**src/rtl/rsan_pkg.sv**
```systemverilog
// types, constants and helpers shared by the range splitter
`timescale 1ns / 1ps
package rsan_pkg;

	localparam int NODES = 4;
	localparam int NODE_SLOTS = 4;
	localparam int NODES_USED = (NODES < NODE_SLOTS) ? NODES : NODE_SLOTS;
	localparam int CFG_IDX_W = 3;
	localparam int Q_DEPTH = 2;

	localparam logic [CFG_IDX_W-1:0] REG_BASE_START = 3'd0;
	localparam logic [CFG_IDX_W-1:0] REG_NODE_COUNT = 3'd1;
	localparam logic [CFG_IDX_W-1:0] REG_LOCAL_NODE = 3'd2;
	localparam logic [CFG_IDX_W-1:0] REG_END_NODE0  = 3'd3;
	localparam logic [CFG_IDX_W-1:0] REG_END_NODE1  = 3'd4;
	localparam logic [CFG_IDX_W-1:0] REG_END_NODE2  = 3'd5;
	localparam logic [CFG_IDX_W-1:0] REG_END_NODE3  = 3'd6;

	localparam logic [1:0] ST_OK        = 2'd0;
	localparam logic [1:0] ST_NOT_FOUND = 2'd1;
	localparam logic [1:0] ST_CLIPPED   = 2'd2;

	typedef struct packed {
		logic [31:0] req_offset;
		logic [31:0] req_size;
	} req_t;

	typedef struct packed {
		logic [1:0]  node_index;
		logic [31:0] chunk_offset;
		logic [31:0] chunk_size;
		logic [31:0] buffer_offset;
		logic        is_local;
		logic [1:0]  status;
		logic        last;
	} res_t;

	typedef struct packed {
		logic [31:0]                 base_start;
		logic [2:0]                  node_count;
		logic [1:0]                  local_node;
		logic [NODE_SLOTS-1:0][31:0] end_node;
	} cfg_t;

	// classified request handed from front to back
	typedef struct packed {
		logic [31:0] off;
		logic [31:0] sz;
		logic [32:0] fence;
		logic [1:0]  node;
		logic        err;
	} entry_t;

	function automatic logic [2:0] nodes_in_use(input logic [2:0] node_count);
		logic [2:0] lim;
		lim = 3'(NODES_USED);
		return (node_count > lim) ? lim : node_count;
	endfunction

	function automatic logic [31:0] slice_start(input cfg_t cfg, input logic [1:0] k);
		return (k == 2'd0) ? cfg.base_start : cfg.end_node[k - 2'd1];
	endfunction

endpackage

```
**src/rtl/rsan_front.sv**
```systemverilog
// front end: accepts requests and finds the first node holding the offset
`timescale 1ns / 1ps
module rsan_front (
	input  logic          in_valid,
	output logic          in_ready,
	input  rsan_pkg::req_t req,
	input  rsan_pkg::cfg_t cfg,
	input  logic          q_full,
	output logic          push,
	output rsan_pkg::entry_t entry
);
	import rsan_pkg::*;

	logic [2:0]            n_used;
	logic [NODE_SLOTS-1:0] hit;
	logic [1:0]            k;
	logic [31:0]           start;

	always_comb begin
		n_used = nodes_in_use(cfg.node_count);
		for (int i = 0; i < NODE_SLOTS; i++) begin
			hit[i] = (3'(i) < n_used) && (req.req_offset < cfg.end_node[i]);
		end
		k = 2'd0;
		for (int i = NODE_SLOTS - 1; i >= 0; i--) begin
			if (hit[i]) begin
				k = 2'(i);
			end
		end
		start = slice_start(cfg, k);
		entry.off   = req.req_offset;
		entry.sz    = req.req_size;
		entry.fence = {1'b0, req.req_offset} + {1'b0, req.req_size};
		entry.node  = k;
		entry.err   = !(|hit) || (req.req_offset < start);
		in_ready    = !q_full;
		push        = in_valid && !q_full;
	end

endmodule

```
**src/rtl/rsan_queue.sv**
```systemverilog
// two-entry queue between the front and back ends
`timescale 1ns / 1ps
module rsan_queue (
	input  logic             clk,
	input  logic             arst_n,
	input  logic             push,
	input  rsan_pkg::entry_t push_data,
	output logic             full,
	input  logic             pop,
	output logic             valid,
	output rsan_pkg::entry_t pop_data
);
	import rsan_pkg::*;

	localparam int PTR_W = (Q_DEPTH > 1) ? $clog2(Q_DEPTH) : 1;
	localparam int CNT_W = $clog2(Q_DEPTH + 1);

	entry_t             mem_q [Q_DEPTH];
	logic [PTR_W-1:0]   wr_ptr_q;
	logic [PTR_W-1:0]   rd_ptr_q;
	logic [CNT_W-1:0]   count_q;

	assign full     = (count_q == CNT_W'(Q_DEPTH));
	assign valid    = (count_q != '0);
	assign pop_data = mem_q[rd_ptr_q];

	always_ff @(posedge clk or negedge arst_n) begin
		if (!arst_n) begin
			wr_ptr_q <= '0;
			rd_ptr_q <= '0;
			count_q  <= '0;
		end else begin
			if (push) begin
				wr_ptr_q <= (wr_ptr_q == PTR_W'(Q_DEPTH - 1)) ? '0 : wr_ptr_q + 1'b1;
			end
			if (pop) begin
				rd_ptr_q <= (rd_ptr_q == PTR_W'(Q_DEPTH - 1)) ? '0 : rd_ptr_q + 1'b1;
			end
			if (push && !pop) begin
				count_q <= count_q + 1'b1;
			end else if (pop && !push) begin
				count_q <= count_q - 1'b1;
			end
		end
	end

	always_ff @(posedge clk) begin
		if (push) begin
			mem_q[wr_ptr_q] <= push_data;
		end
	end

endmodule

```
**src/rtl/rsan_back.sv**
```systemverilog
// back end: walks the touched nodes and issues one chunk per cycle while the result channel is not stalled
`timescale 1ns / 1ps
module rsan_back (
	input  logic             clk,
	input  logic             arst_n,
	input  rsan_pkg::cfg_t   cfg,
	input  logic             q_valid,
	input  rsan_pkg::entry_t q_data,
	output logic             pop,
	output logic             out_valid,
	input  logic             out_ready,
	output rsan_pkg::res_t   res
);
	import rsan_pkg::*;

	entry_t      cur_q;
	logic [1:0]  k_q;
	logic [31:0] buf_q;
	logic        first_q;
	logic        busy_q;
	logic        out_valid_q;
	res_t        res_q;

	logic [2:0]  n_used;
	logic [31:0] start;
	logic [31:0] endv;
	logic        fits;
	logic        is_done;
	logic        advance;
	res_t        chunk;

	always_comb begin
		n_used = nodes_in_use(cfg.node_count);
		start  = slice_start(cfg, k_q);
		endv   = cfg.end_node[k_q];
		fits   = cur_q.fence <= {1'b0, endv};
		chunk.node_index    = k_q;
		chunk.chunk_offset  = first_q ? (cur_q.off - start) : '0;
		chunk.buffer_offset = buf_q;
		chunk.is_local      = (k_q == cfg.local_node);
		chunk.status        = ST_OK;
		if (fits) begin
			if (first_q) begin
				chunk.chunk_size = cur_q.sz;
			end else begin
				chunk.chunk_size = (cur_q.fence >= {1'b0, start}) ?
					32'(cur_q.fence - {1'b0, start}) : '0;
			end
			is_done = 1'b1;
		end else begin
			if (first_q) begin
				chunk.chunk_size = endv - cur_q.off;
			end else begin
				chunk.chunk_size = (endv > start) ? (endv - start) : '0;
			end
			is_done = ({1'b0, k_q} + 3'd1) >= n_used;
			if (is_done) begin
				chunk.status = ST_CLIPPED;
			end
		end
		if (cur_q.err) begin
			chunk   = '{node_index: 2'd0, chunk_offset: '0, chunk_size: '0,
				buffer_offset: '0, is_local: 1'b0, status: ST_NOT_FOUND, last: 1'b1};
			is_done = 1'b1;
		end
		chunk.last = is_done;
		advance = busy_q && (!out_valid_q || out_ready);
		pop     = q_valid && (!busy_q || (advance && is_done));
	end

	assign out_valid = out_valid_q;
	assign res       = res_q;

	always_ff @(posedge clk or negedge arst_n) begin
		if (!arst_n) begin
			busy_q      <= 1'b0;
			out_valid_q <= 1'b0;
		end else begin
			if (advance) begin
				out_valid_q <= 1'b1;
			end else if (out_ready) begin
				out_valid_q <= 1'b0;
			end
			if (pop) begin
				busy_q <= 1'b1;
			end else if (advance && is_done) begin
				busy_q <= 1'b0;
			end
		end
	end

	always_ff @(posedge clk) begin
		if (advance) begin
			res_q <= chunk;
		end
		if (pop) begin
			cur_q   <= q_data;
			k_q     <= q_data.node;
			buf_q   <= '0;
			first_q <= 1'b1;
		end else if (advance) begin
			k_q     <= k_q + 2'd1;
			buf_q   <= buf_q + chunk.chunk_size;
			first_q <= 1'b0;
		end
	end

endmodule

```
**src/rtl/range_splitter_across_nodes_top.sv**
```systemverilog
// top level of the range splitter: config registers, front, queue and back
`timescale 1ns / 1ps
// Splits a global byte range over up to four node slices. The front end takes
// a request, finds the first node holding the offset and places the request
// in a two-entry queue; the back end then issues one chunk per cycle while
// the result channel is not stalled, one per node touched (a single chunk
// for a failed lookup). A request moves from the queue into the back end
// when the back end is idle or is issuing the last chunk of the one before. The chunk
// walk in the back end sets the sustained rate. Config writes are taken at
// any time and must happen only while the block is idle.
module range_splitter_across_nodes_top (
	input  logic                              clk,
	input  logic                              arst_n,
	input  logic                              in_valid,
	output logic                              in_ready,
	input  rsan_pkg::req_t                    req,
	output logic                              out_valid,
	input  logic                              out_ready,
	output rsan_pkg::res_t                    res,
	input  logic                              cfg_valid,
	output logic                              cfg_ready,
	input  logic [rsan_pkg::CFG_IDX_W-1:0]    cfg_index,
	input  logic [31:0]                       cfg_data
);
	import rsan_pkg::*;

	cfg_t   cfg_q;
	logic   q_full;
	logic   push;
	entry_t push_entry;
	logic   pop;
	logic   q_valid;
	entry_t q_data;

	assign cfg_ready = 1'b1;

	always_ff @(posedge clk or negedge arst_n) begin
		if (!arst_n) begin
			cfg_q.base_start <= '0;
			cfg_q.node_count <= 3'd1;
			cfg_q.local_node <= '0;
			cfg_q.end_node   <= '0;
		end else if (cfg_valid) begin
			case (cfg_index)
				REG_BASE_START: cfg_q.base_start  <= cfg_data;
				REG_NODE_COUNT: cfg_q.node_count  <= cfg_data[2:0];
				REG_LOCAL_NODE: cfg_q.local_node  <= cfg_data[1:0];
				REG_END_NODE0:  cfg_q.end_node[0] <= cfg_data;
				REG_END_NODE1:  cfg_q.end_node[1] <= cfg_data;
				REG_END_NODE2:  cfg_q.end_node[2] <= cfg_data;
				REG_END_NODE3:  cfg_q.end_node[3] <= cfg_data;
				default: ;
			endcase
		end
	end

	rsan_front u_front (
		.in_valid (in_valid),
		.in_ready (in_ready),
		.req      (req),
		.cfg      (cfg_q),
		.q_full   (q_full),
		.push     (push),
		.entry    (push_entry)
	);

	rsan_queue u_queue (
		.clk       (clk),
		.arst_n    (arst_n),
		.push      (push),
		.push_data (push_entry),
		.full      (q_full),
		.pop       (pop),
		.valid     (q_valid),
		.pop_data  (q_data)
	);

	rsan_back u_back (
		.clk       (clk),
		.arst_n    (arst_n),
		.cfg       (cfg_q),
		.q_valid   (q_valid),
		.q_data    (q_data),
		.pop       (pop),
		.out_valid (out_valid),
		.out_ready (out_ready),
		.res       (res)
	);

endmodule

```
**config.mk**
```make
export PLATFORM = sky130hd
export DESIGN_NAME = range_splitter_across_nodes_top
export DESIGN_NICKNAME = d
export VERILOG_FILES = /design/src/rtl/rsan_pkg.sv /design/src/rtl/rsan_front.sv /design/src/rtl/rsan_queue.sv /design/src/rtl/rsan_back.sv /design/src/rtl/range_splitter_across_nodes_top.sv
export SDC_FILE = /design/constraint.sdc
export NUM_CORES = 2
export LEC_CHECK = 0
export BUFFER_PORTS_ARGS = -buffer_cell sky130_fd_sc_hd__buf_4
export CELL_PAD_IN_SITES_DETAIL_PLACEMENT = 1
export CELL_PAD_IN_SITES_GLOBAL_PLACEMENT = 2
export CORE_MARGIN = 1
export CORE_UTILIZATION = 30
export DETAILED_ROUTE_END_ITERATION = 12
export PLACE_DENSITY = 0.73
export SLEW_MARGIN = 20
export SYNTH_ARGS = -nofsm -noshare
export SYNTH_HDL_FRONTEND = slang
export SYNTH_SLANG_ARGS = --single-unit
```
**constraint.sdc**
```tcl
create_clock -name clk -period 10.9 [get_ports clk]
set_input_delay 3.27 -clock clk [delete_from_list [all_inputs] [get_ports clk]]
set_output_delay 3.27 -clock clk [all_outputs]
set_load 0.02 [all_outputs]
```
== Word level (Yosys, flattened, before mapping) ==
Memories as Yosys holds them, arrays and structs flattened.
Index checks and enable logic that the tools add are counted.

* Add/subtract/negate cells: 14
* Order comparisons: 17
* Equality and inequality tests: 8
* Mux-type cells: 35
* Bitwise gates (word level): 1
* Reductions and logical operators: 37

{| class="wikitable"
|+ Operators by type and width
! kind !! number
|-
| $mux 32 || 10
|-
| $bmux 32 s2 || 3
|-
| $lt 32x32->1 || 5
|-
| $sub 32x32->32 || 4
|-
| $mux 68 || 1
|-
| $add 32x32->33 || 1
|-
| $ge 33x32->1 || 1
|-
| $le 33x32->1 || 1
|-
| $add 32x32->32 || 1
|-
| $gt 32x32->1 || 1
|-
| $mux 2 || 10
|-
| $reduce_and 2->1 || 7
|-
| $logic_and 1x1->1 || 10
|-
| $mux 1 || 10
|-
| $reduce_bool 2->1 || 5
|-
| $eq 3x3->1 const B || 3
|-
| $lt 2x3->1 const B || 3
|-
| $eq 3x2->1 const B || 2
|-
| $logic_not 1->1 || 6
|-
| $lt 1x3->1 const A || 2
|-
| $lt 2x3->1 const A || 2
|-
| $sub 2x1->2 const B || 3
|-
| $add 2x1->2 const B || 2
|-
| $logic_not 2->1 || 2
|-
| other kinds (13) || 17
|}

* Flip-flop bits (word level): 406
* Memory bits (writable): 200
* Input bits: 104
* Logic and storage cells: 140
* Memories: 1

{| class="wikitable"
|+ Memory list
! name !! depth !! width !! rd ports !! clocked after memory_dff !! write ports !! line !! RTL
|-
| u_queue.mem_q || 2 || 100 || 1 || 0 || 1 || rsan_queue.sv:18 || <nowiki>entry_t mem_q [Q_DEPTH];</nowiki>
|}

== Depth between registers and ports, before layout ==
* Word-level depth: 14
* Mapped depth: 36
* Gate-level depth less buffers: 30

== Hierarchy ==
A second synthesis with hierarchy kept.

* Cells, all modules: 3434
* Area, all modules: 40181.0 µm²

{| class="wikitable"
|+ Modules (own cells, without submodules)
! module !! instances !! cells each !! area an instance (µm²) !! seq. area each (µm²)
|-
| rsan_back || 1 || 1878 || 19087.1 || 6776.5
|-
| rsan_queue || 1 || 327 || 7855.0 || 6105.9
|-
| rsan_front || 1 || 870 || 7041.8 || 0.0
|-
| range_splitter_across_nodes_top || 1 || 359 || 6197.2 || 4130.2
|}

== Least setup slack after synthesis ==
OpenSTA, ideal clock, no wires.

* Kind: input-to-reg
* Start: in req[45] (netlist bit)
* End: mem u_queue.mem_q[0][0] (netlist bit), data pin
* Library setup time: 155 ps
* Arrival time: 8497 ps
* Setup slack: 2249 ps
* Stages: 28
* Path through: ha_1 > a21o_1 > a211o_1 > a211oi_1 > o21ai_1 > a31oi_2 > o211ai_1 > a21boi_1 > buf_4 > buf_2 > inv_1 > ha_1 > clkbuf_1 > clkbuf_1 > mux4_2 > mux2i_1 > ha_1 > a21o_1 > a21o_1 > a21o_1 > a21oi_1 > nor2b_1 > o21ai_0 > a21oi_1 > a2111oi_0 > nor2_1 > or3_1 > o21ai_1

{| class="wikitable"
|+ RTL lines
! item !! line !! RTL
|-
| start: declaration || range_splitter_across_nodes_top.sv:16 || <nowiki>input rsan_pkg::req_t req,</nowiki>
|-
| end: declaration || rsan_queue.sv:18 ||
|}

==> implementation parameters <==
Parameter                              Value

Status
  Outcome ... complete, no violations

Logic synthesis
  Synthesized flop and latch total ... 606
  Post-synthesis instance area ... 0.03872 mm^2
  Sequential area share after synthesis ... 43.93%
  Async set-reset flop share out of synthesis ... 28.22%
  Synth Flop Type ... sky130_fd_sc_hd__edfxtp_1
  Count of mapped cells out of synthesis ... 3390
  Unique cell type count in the Yosys netlist ... 78
  Syn. warnings ... 0
  Syn nets ... 3883
  Mean Syn Cell Area ... 11.42 um^2
  Number of flops mapped to enable cells by yosys ... 402

Setup path
  RR Endpoint ... u_back.buf_q[26]$_SDFFE_PP0P_
  Worst Setup End Kind ... register
  Startpoint of the lowest-slack register-to-register path ... u_back.k_q[0]$_DFFE_PP_
  WP buf/inv ... 6
  Peak per-stage delay on the critical path ... 0.85 ns
  Slowest cell on crit path ... sky130_fd_sc_hd__ha_2
  Critical Path Start Type ... register
  Max Fanout on Critical Path ... 24
  R2R Setup Slk ... 2.01 ns
  Critical path class ... register to register
  Critical path data arrival time ... 9.52 ns
  Most frequent cell on the critical path ... sky130_fd_sc_hd__buf_4
  Cell family with the largest share of critical-path delay ... simple AND/OR/NAND/NOR gates
  Data required, critical path ... 11.53 ns
  R2R depth ... 31

Cells and area
  Most common cell after layout, fill and taps aside ... sky130_fd_sc_hd__edfxtp_1
  Final Net Count ... 4099
  Top library cells by usage in the layout, fill and taps aside ... sky130_fd_sc_hd__edfxtp_1 (402), sky130_fd_sc_hd__ha_1 (381), sky130_fd_sc_hd__inv_1 (251)
  Fraction of final layout cells with drive strength greater than 1 ... 19.99%
  Area added between synthesis and finish ... 15.86%

Clock network
  Total setup buffers inserted after CTS ... 0
  Post-CTS Resized ... 0
  Sink Count ... 606
  Number of buffers inserted by hold repair at cts ... 0
  Source-to-sink clock delay at the later pin of the worst-skew pair ... 0.70 ns
  Buffers from clock root to sink, at most ... 3
  Clock root cell ... sky130_fd_sc_hd__clkbuf_16
  Clock tree from TritonCTS ... built
  TritonCTS Buffers ... 73
  CTS clock-pin slew for the worst setup and hold paths ... 0.06 ns
  H-tree depth ... 3

Die
  Die span in x ... 361.3 um
  Die area ... 0.1305 mm^2
  Vertical extent of the die ... 361.3 um
  Number of placed I/O pins ... 209
  Number of core rows ... 131
  Standard cell core area ... 0.1278 mm^2
  Starting density of the core ... 30.29%

Routing
  Residual DRC ... 0
  Count of TritonRoute iterations in the first routing pass ... 6
  Remaining antenna violation count after routing ... 0
  Final routed wirelength across all metal layers ... 128200 um
  Vias per std cell ... 5.268
  Violation count after the first detailed-routing iteration ... 1760
  Number of vias after detailed routing ... 28110
  Detail-routed net length per standard cell ... 24.03 um

Place
  Final HPWL DP ... 99100 um
  Final Wtd Congestion ... 0.9243
  Count of port buffers added during placement ... 207

Timing
  Sum of negative setup slack ... 0 ns
  Number of hold violations in the final report ... 0
  Max Slew Vio Count ... 0
  Total setup violations reported at the end of the flow ... 0
  Slew at the pin with the worst max-slew slack ... 1.073 ns
  Max Clock Freq ... 0.1125 GHz
  RSZ-0062 raised after global routing ... no
  Min Clock Period, post-route ... 8.888 ns
  Worst clock skew ... 0.04110 ns
  Normalized max-slew margin ... 26.44%
  Tcrit/Tclk final ... 81.54%

Global route
  Met2 Usage GRT ... 31.61%
  Total track usage ... 19.48%
  Largest net degree at the start of global routing ... 82
  Initial antenna violation count ... 5
  Met1 Use GR ... 26.91%
  Met3 track demand over resource ... 2.287%
  Number of global-route vias before repair ... 29360
  Residual overflow from global routing ... 0
  Wire length of the first global-routing pass ... 189700 um
  Busiest grt layer ... met2

Hold path
  Min-Delay Path Class ... register to register
  End of the worst hold path ... u_back.buf_q[30]$_SDFFE_PP0P_
  Cell depth of the worst hold path ... 2
  Startpoint of the most critical hold path ... u_back.buf_q[30]$_SDFFE_PP0P_

Job
  Max-cap viol count ... 0
==> flip-flops by register name, indices dropped and copies added (netlist names) <==
signal	flops
u_back.res	102
u_back.cur_q	98
u_queue.count_q	2
cfg_q	165
u_queue.wr_ptr_q	1
u_back.busy_q	1
u_queue.mem_q	200
u_queue.rd_ptr_q	1
u_back.buf_q	32
u_back.out_valid	1
u_back.k_q	2
u_back.first_q	1
==> stage by stage <==
step                      util (%)  instance area, um^2  worst slack, ns  cells  hold WS (ns)
after floorplan                  -                38720            2.249   3390        0.4244
after global placement       33.12                42350            1.502   5193        0.4579
after detailed placement     33.12                42350            1.405   5193        0.4726
after CTS                    35.08                44850            2.051   5329        0.4807
after global routing         35.08                44850            1.707   5330        0.5007
final                        35.09                44860            2.012   5336        0.4752
==> per-layer routing <==
metal	wire (um)	vias up	part of all wire (%)
li1	-	13210	-
met1	60350	14200	47
met2	59110	553	46
met3	5228	142	4.1
met4	3544	2	2.8
met5	13	-	0.010
==> final cells by class <==
type | instances | area, um^2
multi-input combinational | 2422 | 20400
antenna | 7 | 17.52
clock inverter | 32 | 392.9
tap | 1662 | 2079
inverter | 252 | 950.9
sequential | 606 | 17020
fill | 13910 | 82980
clock buffer | 104 | 2108
timing repair buffer | 251 | 1901
==> Yosys cell counts (10+ instances only) <==
library cell               instances  area share (%)
sky130_fd_sc_hd__dfxtp_1          33             1.7
sky130_fd_sc_hd__mux2_2          233             6.8
sky130_fd_sc_hd__clkbuf_1         87            0.84
sky130_fd_sc_hd__o21ai_1          10            0.13
sky130_fd_sc_hd__a221oi_1         63             1.4
sky130_fd_sc_hd__ha_1            383              12
sky130_fd_sc_hd__edfxtp_1        402              31
sky130_fd_sc_hd__nor3_1           69            0.89
sky130_fd_sc_hd__a21o_1          126             2.4
sky130_fd_sc_hd__nand2_1         183             1.8
sky130_fd_sc_hd__o21ai_0         126             1.6
sky130_fd_sc_hd__buf_1            12            0.12
sky130_fd_sc_hd__and3_1           13            0.21
sky130_fd_sc_hd__o31ai_1          10            0.19
sky130_fd_sc_hd__mux4_2           95             5.5
sky130_fd_sc_hd__o21bai_1         20            0.39
sky130_fd_sc_hd__nand2b_1         35            0.57
sky130_fd_sc_hd__o211ai_1         22            0.43
sky130_fd_sc_hd__or3_1            15            0.24
sky130_fd_sc_hd__dfrtp_1         170              11
sky130_fd_sc_hd__xnor2_1          94             2.1
sky130_fd_sc_hd__nor2b_1          64             1.0
sky130_fd_sc_hd__mux2i_1          69             1.8
sky130_fd_sc_hd__a211oi_1         36            0.70
sky130_fd_sc_hd__nor2_1          184             1.8
sky130_fd_sc_hd__a31oi_1          14            0.23
sky130_fd_sc_hd__a21oi_1         218             2.8
sky130_fd_sc_hd__xor2_1           70             1.6
sky130_fd_sc_hd__nand3_1          42            0.54
sky130_fd_sc_hd__o21a_1           49            0.95
sky130_fd_sc_hd__inv_1           252             2.4
sky130_fd_sc_hd__nand4_1          44            0.71
==> cell families after synthesis <==
family,synth area share [%]
DFF,43.93
muxes,14.08
other,0.009684
buffers and inverters,3.570
xor gates and xnor gates,3.709
adders and majority gates,12.69
AOI/OAI and AO/OA,13.30
and+or+nand+nor,8.708
==> tightest hold or removal path, cell delays in order (launching register included) <==
cell and delay [ns]:
sky130_fd_sc_hd__dfxtp_1 0.32, sky130_fd_sc_hd__nand2_1 0.06, sky130_fd_sc_hd__a21oi_1 0.05
==> worst max-delay path by stage <==
stage	start	endpoint	slack, ns	cells past startpoint
after floorplan	req[45]	u_queue.mem_q[0][0]$_DFFE_PP_	2.25	28
after global placement	req[53]	u_queue.mem_q[0][0]$_DFFE_PP_	1.50	23
after detailed placement	req[33]	u_queue.mem_q[0][0]$_DFFE_PP_	1.41	24
after CTS	req[33]	u_queue.mem_q[0][0]$_DFFE_PP_	2.05	24
after global routing	u_back.k_q[0]$_DFFE_PP_	u_back.buf_q[30]$_SDFFE_PP0P_	1.71	29
final	u_back.k_q[0]$_DFFE_PP_	u_back.buf_q[26]$_SDFFE_PP0P_	2.01	31
Power is not shown: default switching activity piles up to over one toggle a cycle in this logic, so the estimate is an artifact.
